--- config.mk ---
export PLATFORM = sky130hd
export DESIGN_NAME = format_string_number_printer_flat
export DESIGN_NICKNAME = d
export VERILOG_FILES = /design/src/sv/fsnp_pkg.sv /design/src/sv/fsnp_if.sv /design/src/sv/fsnp_bcd_step.sv /design/src/sv/format_string_number_printer.sv /design/src/flat_wrapper.sv
export SDC_FILE = /design/constraint.sdc
export NUM_CORES = 1
export LEC_CHECK = 0
export BUFFER_PORTS_ARGS = -buffer_cell sky130_fd_sc_hd__buf_2
export CORE_AREA = 8 8 194 122
export DETAILED_ROUTE_END_ITERATION = 6
export DIE_AREA = 0 0 202 130
export PLACE_DENSITY = 0.77
export SYNTH_ARGS = -nofsm -noshare
export SYNTH_HDL_FRONTEND = slang
export SYNTH_SLANG_ARGS = --single-unit
--- constraint.sdc ---
create_clock -name clk -period 7.3 [get_ports clk]
set_input_delay 1.095 -clock clk [delete_from_list [all_inputs] [get_ports clk]]
set_output_delay 1.095 -clock clk [all_outputs]
set_load 0.03 [all_outputs]
--- src/sv/fsnp_pkg.sv ---
package fsnp_pkg;

    // Argument width and digit store depth
    localparam int VALUE_BITS = 64;
    localparam int MAX_DIGITS = 20;
    localparam int DIGIT_W    = 4;
    localparam int DIGITS_W   = MAX_DIGITS * DIGIT_W;
    localparam int HEX_DIGITS = ((VALUE_BITS + 3) / 4 < MAX_DIGITS) ?
                                (VALUE_BITS + 3) / 4 : MAX_DIGITS;
    localparam int IDX_W      = $clog2(MAX_DIGITS);
    localparam int BIT_CNT_W  = $clog2(VALUE_BITS);
    localparam int CNT_W      = 16;
    localparam int ARG_W      = 64;

    // Character codes
    localparam logic [7:0] CHR_NUL  = 8'h00;
    localparam logic [7:0] CHR_PCT  = 8'h25;
    localparam logic [7:0] CHR_D    = 8'h64;
    localparam logic [7:0] CHR_X_LO = 8'h78;
    localparam logic [7:0] CHR_X_UP = 8'h58;
    localparam logic [7:0] CHR_ZERO = 8'h30;
    localparam logic [7:0] CHR_A    = 8'h61;

    localparam logic [CNT_W-1:0] MAX_CHARS_RST = 16'hFFFF;

    typedef logic [DIGITS_W-1:0] digits_t;

    // Map one digit to lowercase ASCII
    function automatic logic [7:0] to_ascii(input logic [DIGIT_W-1:0] d);
        logic [7:0] w;
        w = {4'b0000, d};
        if (d < 4'd10)
        begin
            to_ascii = CHR_ZERO + w;
        end
        else
        begin
            to_ascii = CHR_A + w - 8'd10;
        end
    endfunction

    // Split the argument into hex nibbles, least significant first
    function automatic digits_t hex_digits(input logic [VALUE_BITS-1:0] v);
        logic [HEX_DIGITS*4-1:0] ext;
        digits_t d;
        ext = (HEX_DIGITS*4)'(v);
        d   = '0;
        for (int i = 0; i < HEX_DIGITS; i++)
        begin
            d[i*DIGIT_W +: DIGIT_W] = ext[i*4 +: 4];
        end
        hex_digits = d;
    endfunction

endpackage

--- src/sv/fsnp_if.sv ---
interface fsnp_in_if;
    logic                        valid;
    logic                        ready;
    logic [7:0]                  fmt_byte;
    logic [fsnp_pkg::ARG_W-1:0]  arg_value;
    logic                        restart;

    modport source (output valid, output fmt_byte, output arg_value, output restart,
                    input ready);
    modport sink   (input valid, input fmt_byte, input arg_value, input restart,
                    output ready);
endinterface

interface fsnp_out_if;
    logic       valid;
    logic       ready;
    logic [7:0] out_char;
    logic       last;

    modport source (output valid, output out_char, output last, input ready);
    modport sink   (input valid, input out_char, input last, output ready);
endinterface

--- src/sv/fsnp_bcd_step.sv ---
// One shift-and-add-3 step of binary to BCD conversion over the digit store.
// Carry out of the top digit drops, so the store keeps the low digits only.
module fsnp_bcd_step
(
    input  fsnp_pkg::digits_t digits_in,
    input  logic              bit_in,
    output fsnp_pkg::digits_t digits_out
);

    fsnp_pkg::digits_t adj;

    // Add 3 to every digit of 5 or more
    always_comb
    begin
        for (int i = 0; i < fsnp_pkg::MAX_DIGITS; i++)
        begin
            if (digits_in[i*fsnp_pkg::DIGIT_W +: fsnp_pkg::DIGIT_W] >= 4'd5)
            begin
                adj[i*fsnp_pkg::DIGIT_W +: fsnp_pkg::DIGIT_W] =
                    digits_in[i*fsnp_pkg::DIGIT_W +: fsnp_pkg::DIGIT_W] + 4'd3;
            end
            else
            begin
                adj[i*fsnp_pkg::DIGIT_W +: fsnp_pkg::DIGIT_W] =
                    digits_in[i*fsnp_pkg::DIGIT_W +: fsnp_pkg::DIGIT_W];
            end
        end
    end

    // Shift in the next argument bit
    assign digits_out = {adj[fsnp_pkg::DIGITS_W-2:0], bit_in};

endmodule

--- src/sv/format_string_number_printer.sv ---
// Channel  | Dir | Payload                          | Handshake
// ---------+-----+----------------------------------+-------------
// in_ch    | in  | fmt_byte, arg_value, restart     | valid/ready
// out_ch   | out | out_char, last                   | valid/ready
// cfg      | in  | cfg_wr_data (max_chars)          | cfg_wr_en
//
// A plain byte or "%%" passes through the put state to the output register.
// "%d" runs the shared BCD shift/add-3 unit over every argument bit, then skips
// leading zeros, then emits the digits most significant first; "%x" skips the
// BCD pass. The block takes one request at a time: in_ch.ready is low
// while a request is in work. A stalled out_ch holds the digit sequencer.
// Reset clears the sequencer, the count and the pending flag, and sets max_chars to 65535.
module format_string_number_printer
(
    input  logic                        clk,
    input  logic                        rst_n,
    input  logic                        cfg_wr_en,
    input  logic [fsnp_pkg::CNT_W-1:0]  cfg_wr_data,
    fsnp_in_if.sink                     in_ch,
    fsnp_out_if.source                  out_ch
);

    typedef enum logic [2:0] {S_IDLE, S_PUT, S_CONV, S_SCAN, S_EMIT} state_t;

    state_t                              state_reg;
    logic                                pend_reg;
    logic [fsnp_pkg::CNT_W-1:0]          cnt_reg;
    logic [fsnp_pkg::CNT_W-1:0]          max_reg;
    logic [fsnp_pkg::IDX_W-1:0]          idx_reg;
    logic [fsnp_pkg::BIT_CNT_W-1:0]      bit_cnt_reg;
    logic [7:0]                          char_reg;
    logic                                out_valid_reg;
    logic [7:0]                          out_char_reg;
    logic                                out_last_reg;
    fsnp_pkg::digits_t                   digits_reg;
    fsnp_pkg::digits_t                   digits_next;
    logic [fsnp_pkg::VALUE_BITS-1:0]     value_reg;

    logic                                accept;
    logic                                slot_free;
    logic                                at_limit;
    logic                                load_out;
    logic [fsnp_pkg::CNT_W-1:0]          cnt_eff;
    logic                                pend_eff;
    logic [fsnp_pkg::DIGIT_W-1:0]        cur_digit;
    logic                                emit_last;

    assign accept    = in_ch.valid && in_ch.ready;
    assign slot_free = !out_valid_reg || out_ch.ready;
    assign at_limit  = cnt_reg >= max_reg;
    assign cur_digit = digits_reg[idx_reg*fsnp_pkg::DIGIT_W +: fsnp_pkg::DIGIT_W];
    assign emit_last = (idx_reg == '0) || (cnt_reg + 16'd1 == max_reg);
    assign load_out  = ((state_reg == S_PUT) || (state_reg == S_EMIT))
                       && !at_limit && slot_free;
    assign cnt_eff   = in_ch.restart ? '0 : cnt_reg;
    assign pend_eff  = in_ch.restart ? 1'b0 : pend_reg;

    assign in_ch.ready     = (state_reg == S_IDLE);
    assign out_ch.valid    = out_valid_reg;
    assign out_ch.out_char = out_char_reg;
    assign out_ch.last     = out_last_reg;

    // Shared BCD conversion step
    fsnp_bcd_step u_bcd_step
    (
        .digits_in  (digits_reg),
        .bit_in     (value_reg[fsnp_pkg::VALUE_BITS-1]),
        .digits_out (digits_next)
    );

    // Sequencer, count, pending flag and output register
    always_ff @(posedge clk or negedge rst_n)
    begin
        if (!rst_n)
        begin
            state_reg     <= S_IDLE;
            pend_reg      <= 1'b0;
            cnt_reg       <= '0;
            max_reg       <= fsnp_pkg::MAX_CHARS_RST;
            idx_reg       <= '0;
            bit_cnt_reg   <= '0;
            out_valid_reg <= 1'b0;
        end
        else
        begin
            if (cfg_wr_en)
            begin
                max_reg <= cfg_wr_data;
            end

            // Load a new character, or drop the output request once taken
            if (load_out)
            begin
                out_valid_reg <= 1'b1;
                cnt_reg       <= cnt_reg + 16'd1;
            end
            else if (out_ch.ready)
            begin
                out_valid_reg <= 1'b0;
            end

            unique case (state_reg)
                S_IDLE:
                begin
                    if (accept)
                    begin
                        cnt_reg  <= cnt_eff;
                        pend_reg <= 1'b0;
                        if (in_ch.fmt_byte == fsnp_pkg::CHR_NUL)
                        begin
                            state_reg <= S_IDLE;
                        end
                        else if (pend_eff)
                        begin
                            if (in_ch.fmt_byte == fsnp_pkg::CHR_PCT)
                            begin
                                state_reg <= S_PUT;
                            end
                            else if (in_ch.fmt_byte == fsnp_pkg::CHR_D)
                            begin
                                bit_cnt_reg <= '0;
                                state_reg   <= S_CONV;
                            end
                            else if (in_ch.fmt_byte == fsnp_pkg::CHR_X_LO ||
                                     in_ch.fmt_byte == fsnp_pkg::CHR_X_UP)
                            begin
                                idx_reg   <= fsnp_pkg::IDX_W'(fsnp_pkg::MAX_DIGITS - 1);
                                state_reg <= S_SCAN;
                            end
                        end
                        else if (in_ch.fmt_byte == fsnp_pkg::CHR_PCT)
                        begin
                            pend_reg <= 1'b1;
                        end
                        else
                        begin
                            state_reg <= S_PUT;
                        end
                    end
                end
                S_PUT:
                begin
                    if (at_limit || slot_free)
                    begin
                        state_reg <= S_IDLE;
                    end
                end
                S_CONV:
                begin
                    bit_cnt_reg <= bit_cnt_reg + 1'b1;
                    if (bit_cnt_reg == fsnp_pkg::BIT_CNT_W'(fsnp_pkg::VALUE_BITS - 1))
                    begin
                        idx_reg   <= fsnp_pkg::IDX_W'(fsnp_pkg::MAX_DIGITS - 1);
                        state_reg <= S_SCAN;
                    end
                end
                S_SCAN:
                begin
                    // Skip leading zeros, keep at least one digit
                    if (idx_reg == '0 || cur_digit != '0)
                    begin
                        state_reg <= S_EMIT;
                    end
                    else
                    begin
                        idx_reg <= idx_reg - 1'b1;
                    end
                end
                S_EMIT:
                begin
                    if (at_limit)
                    begin
                        state_reg <= S_IDLE;
                    end
                    else if (slot_free)
                    begin
                        if (emit_last)
                        begin
                            state_reg <= S_IDLE;
                        end
                        else
                        begin
                            idx_reg <= idx_reg - 1'b1;
                        end
                    end
                end
                default:
                begin
                    state_reg <= S_IDLE;
                end
            endcase
        end
    end

    // Payload: character, digit store, shifting argument, output data
    always_ff @(posedge clk)
    begin
        if (accept)
        begin
            char_reg   <= (in_ch.fmt_byte == fsnp_pkg::CHR_PCT) ? fsnp_pkg::CHR_PCT
                                                                 : in_ch.fmt_byte;
            value_reg  <= in_ch.arg_value[fsnp_pkg::VALUE_BITS-1:0];
            if (in_ch.fmt_byte == fsnp_pkg::CHR_D)
            begin
                digits_reg <= '0;
            end
            else
            begin
                digits_reg <= fsnp_pkg::hex_digits(
                                  in_ch.arg_value[fsnp_pkg::VALUE_BITS-1:0]);
            end
        end
        else if (state_reg == S_CONV)
        begin
            digits_reg <= digits_next;
            value_reg  <= {value_reg[fsnp_pkg::VALUE_BITS-2:0], 1'b0};
        end

        if (load_out)
        begin
            if (state_reg == S_PUT)
            begin
                out_char_reg <= char_reg;
                out_last_reg <= 1'b1;
            end
            else
            begin
                out_char_reg <= fsnp_pkg::to_ascii(cur_digit);
                out_last_reg <= emit_last;
            end
        end
    end

    // Output requests start only from the put or emit states
    a_out_src: assert property (@(posedge clk) disable iff (!rst_n)
        $rose(out_valid_reg) |-> $past(state_reg == S_PUT || state_reg == S_EMIT))
        else $error("output request raised outside put/emit");

    // Each loaded character advances the count by one
    a_cnt_inc: assert property (@(posedge clk) disable iff (!rst_n)
        load_out |=> cnt_reg == $past(cnt_reg) + 16'd1)
        else $error("character count did not advance");

    // The digit pointer stays inside the store while digits are read
    a_idx_rng: assert property (@(posedge clk) disable iff (!rst_n)
        (state_reg == S_SCAN || state_reg == S_EMIT) |->
            idx_reg <= fsnp_pkg::IDX_W'(fsnp_pkg::MAX_DIGITS - 1))
        else $error("digit index out of range");

    // No new request is taken while a conversion is running
    a_busy: assert property (@(posedge clk) disable iff (!rst_n)
        (state_reg == S_CONV) |-> !in_ch.ready)
        else $error("input ready during conversion");

endmodule

--- src/flat_wrapper.sv ---
// flat-port wrapper written by rule: the top's interface ports become plain ports
module format_string_number_printer_flat 
  (clk, rst_n, cfg_wr_en, cfg_wr_data, in_ch_valid, in_ch_fmt_byte, in_ch_arg_value, in_ch_restart, in_ch_ready, out_ch_valid, out_ch_out_char, out_ch_last, out_ch_ready);
  fsnp_in_if in_ch_i ();
  fsnp_out_if out_ch_i ();
  input  logic clk;
  input  logic rst_n;
  input  logic cfg_wr_en;
  input  logic [fsnp_pkg::CNT_W-1:0] cfg_wr_data;
  input wire logic [$bits(in_ch_i.valid)-1:0] in_ch_valid;
  input wire logic [$bits(in_ch_i.fmt_byte)-1:0] in_ch_fmt_byte;
  input wire logic [$bits(in_ch_i.arg_value)-1:0] in_ch_arg_value;
  input wire logic [$bits(in_ch_i.restart)-1:0] in_ch_restart;
  output wire logic [$bits(in_ch_i.ready)-1:0] in_ch_ready;
  output wire logic [$bits(out_ch_i.valid)-1:0] out_ch_valid;
  output wire logic [$bits(out_ch_i.out_char)-1:0] out_ch_out_char;
  output wire logic [$bits(out_ch_i.last)-1:0] out_ch_last;
  input wire logic [$bits(out_ch_i.ready)-1:0] out_ch_ready;
  assign in_ch_i.valid = in_ch_valid;
  assign in_ch_i.fmt_byte = in_ch_fmt_byte;
  assign in_ch_i.arg_value = in_ch_arg_value;
  assign in_ch_i.restart = in_ch_restart;
  assign in_ch_ready = in_ch_i.ready;
  assign out_ch_valid = out_ch_i.valid;
  assign out_ch_out_char = out_ch_i.out_char;
  assign out_ch_last = out_ch_i.last;
  assign out_ch_i.ready = out_ch_ready;
  format_string_number_printer u_core (.clk(clk), .rst_n(rst_n), .cfg_wr_en(cfg_wr_en), .cfg_wr_data(cfg_wr_data), .in_ch(in_ch_i), .out_ch(out_ch_i));
endmodule
==> results_dict.tcl <==
set metrics [dict create \
    setup_viol 0 \
    swShare 0.380 \
    yosys.cell_types.count 66 \
    async_reset_ff_frac 0.230 \
    start_kind "flop" \
    die_width_microns 202 \
    dieArea_sq_um 26300 \
    fin_crit_sh 0.559 \
    layout_commonest_cell "nand2_1" \
    hp-class "reg -> reg" \
    finalPower_mw 5.40 \
    post-place-cells 1603 \
    grt_first_pass_wirelength_mm 47.2 \
    wl_met3_mm 2.68 \
    routed_via_density 5.94 \
    drv_cap 0 \
    switchingPower_mw 2.05 \
    initial_core_util 0.595 \
    clock.fmax_ghz 0.245 \
    hold_slack_ns 0.496 \
    synth_seq_cells 209 \
    antenna_cells 0 \
    worst_slew_pin_slew_ns 1.17 \
    cts.reportedPaths.clkPinSlew_ns 0.06 \
    gp_congestion 0.882 \
    final_cells 1639 \
    met1_length_mm 13.8 \
    clkPwrFrac 0.202 \
    timing.setup.tns_ns 0 \
    synth-edff-count 161 \
    hold_viol 0 \
    p_leak_nw 5.67 \
    clock_tree.root_cell "clkbuf_16" \
    dr.max_layer_used "met4" \
    worstPathRequired_ns 7.74 \
    rows 41 \
    drt-total-wl_mm 29.3 \
    drive_above_1_share 0.145 \
    final_util 0.662 \
    crit_buf_inv 0 \
    p_comb_frac 0.374 \
    synth_area_sq_um 12300 \
    cp_max_fo 23 \
    clock-sinks 209 \
    syn_to_final_growth_pct 11.2 \
    pwr-share-seq 0.424 \
    die-height_microns 130 \
    cts_buffer_depth 3 \
    hpwl_mm 20.5 \
    place_ws_ns 3.39 \
    endpoint_kind "flop" \
    rsz0062_at_grt "false" \
    wire_per_inst_microns 17.9 \
    power.internal_mw 3.35 \
    synthFlopType "edfxtp_1" \
    postCtsSetupRepairBufs 0 \
    cts_tree "done" \
    cellPowerDensity_nw_per_um2 395 \
    grt_max_degree 114 \
    netlist_instances 1270 \
    path_class "reg -> reg" \
    via_count 9729 \
    slowest_stage "dfrtp_1" \
    cp.arrival_ns 4.52 \
    fin_ws_ns 3.22 \
    portBuffers 104 \
    slew-limit-headroom 0.217 \
    yosysWarnings 0 \
    final_cell_mix "nand2_1, edfxtp_1, o21ai_0" \
    crit_path_cell_trace "mux4_2, mux2i_1, o21ai_0, o21ai_0, ha_1, nand2b_1, o31ai_1, nand2_1, o31ai_1, o31a_2" \
    htreeDepth 1 \
    period_needed_ns 4.08 \
    antenna_found_initial 0 \
    crit_family "compound AO/OA/AOI/OAI gates" \
    place_area_sq_um 13000 \
    synth_nets 1426 \
    drv_slew 0 \
    syn_avg_cell_area_sq_um 9.68 \
    finalInstanceArea_sq_um 13700 \
    track_usage 0.218 \
    cts_buffers 21 \
    vdd_drop_max_mv 0.201 \
    grt_pass1_vias 9172 \
    yosysSeqAreaShare 0.493 \
    wl_met2_mm 12.4 \
    clk_latency_ns 0.50 \
    first_iter_violations 854 \
    fin_skew_ns 0.0117 \
    r2r_slack_ns 3.22 \
    cpPeakStageDelay_ns 0.98 \
    drt_first_pass_iters 6 \
    grt_overflow 0 \
    drcViolationCount 0 \
    postCtsResizedCells 0 \
    top_level_ports 105 \
    fp.coreArea_sq_um 20700 \
    antenna_left 0 \
    ctsHoldBuffers 0 \
    nets 1503 \
    outcome "finished clean" \
    largest_reg_flops 80 \
]
[path summary, 6_finish.rpt]
check | startpoint | endpoint | cells after the start
max | u_core.idx_reg[1] | u_core.idx_reg[4] | 10
max reg2reg | u_core.idx_reg[1] | u_core.idx_reg[4] | 10
min reg2reg | u_core.bit_cnt_reg[5] | u_core.bit_cnt_reg[5] | 1
min | u_core.bit_cnt_reg[5] | u_core.bit_cnt_reg[5] | 1
max in group asynchronous | rst_n | u_core.bit_cnt_reg[0] | 2
min in group asynchronous | rst_n | u_core.cnt_reg[3] | 2
[cell usage after synthesis (10+ instances only)]
library cell | instances | area, sq um
dfrtp_1 | 32 | 801
nand2_1 | 311 | 1170
nand2b_1 | 28 | 175
o31ai_1 | 25 | 188
nor2_1 | 54 | 203
dfstp_2 | 16 | 420
o21ai_0 | 125 | 626
nand4_1 | 11 | 68.8
xor2_1 | 28 | 245
clkbuf_1 | 44 | 165
nand3_1 | 20 | 100
inv_1 | 64 | 240
mux2i_1 | 16 | 160
edfxtp_1 | 161 | 4830
mux4_2 | 17 | 383
ha_1 | 62 | 776
a21oi_1 | 82 | 410
nor3_1 | 10 | 50.1
nor3b_1 | 19 | 143
xnor2_1 | 30 | 263
[cell families after synthesis]
family,share of synthesized area
AO/OA/AOI/OAI,0.131
XOR/XNOR,0.0426
adder cells (fa/ha/maj),0.0631
multiplexers,0.0487
flip-flops,0.493
AND/OR/NAND/NOR,0.182
buffers and inverters,0.0392
[layer usage]
metal | global-route usage | up-vias
met5 | 0 | -
li1 | - | 4626
met4 | 0.0445 | 0
met1 | 0.324 | 4665
met2 | 0.324 | 398
met3 | 0.0473 | 40
[power by group through the flow]
stage                     sequential [mW]  clock, mW  combinational [mW]
after detailed placement             2.29          0                2.00
after floorplan                      2.27          0                1.48
after global routing                 2.34       1.15                2.27
after CTS                            2.28       1.10                2.02
final                                2.29       1.09                2.02
after global placement               2.28          0                1.91
[layout make-up]
class                   count  area, sq um
well taps                 279          349
flip-flops and latches    209         6060
fillers                  1673         7000
clock inverters            10          120
multi-input cells         938         5780
clock buffers              26          554
repair buffers            111          573
inverters                  66          250
Power figures use the tool's default switching activity.
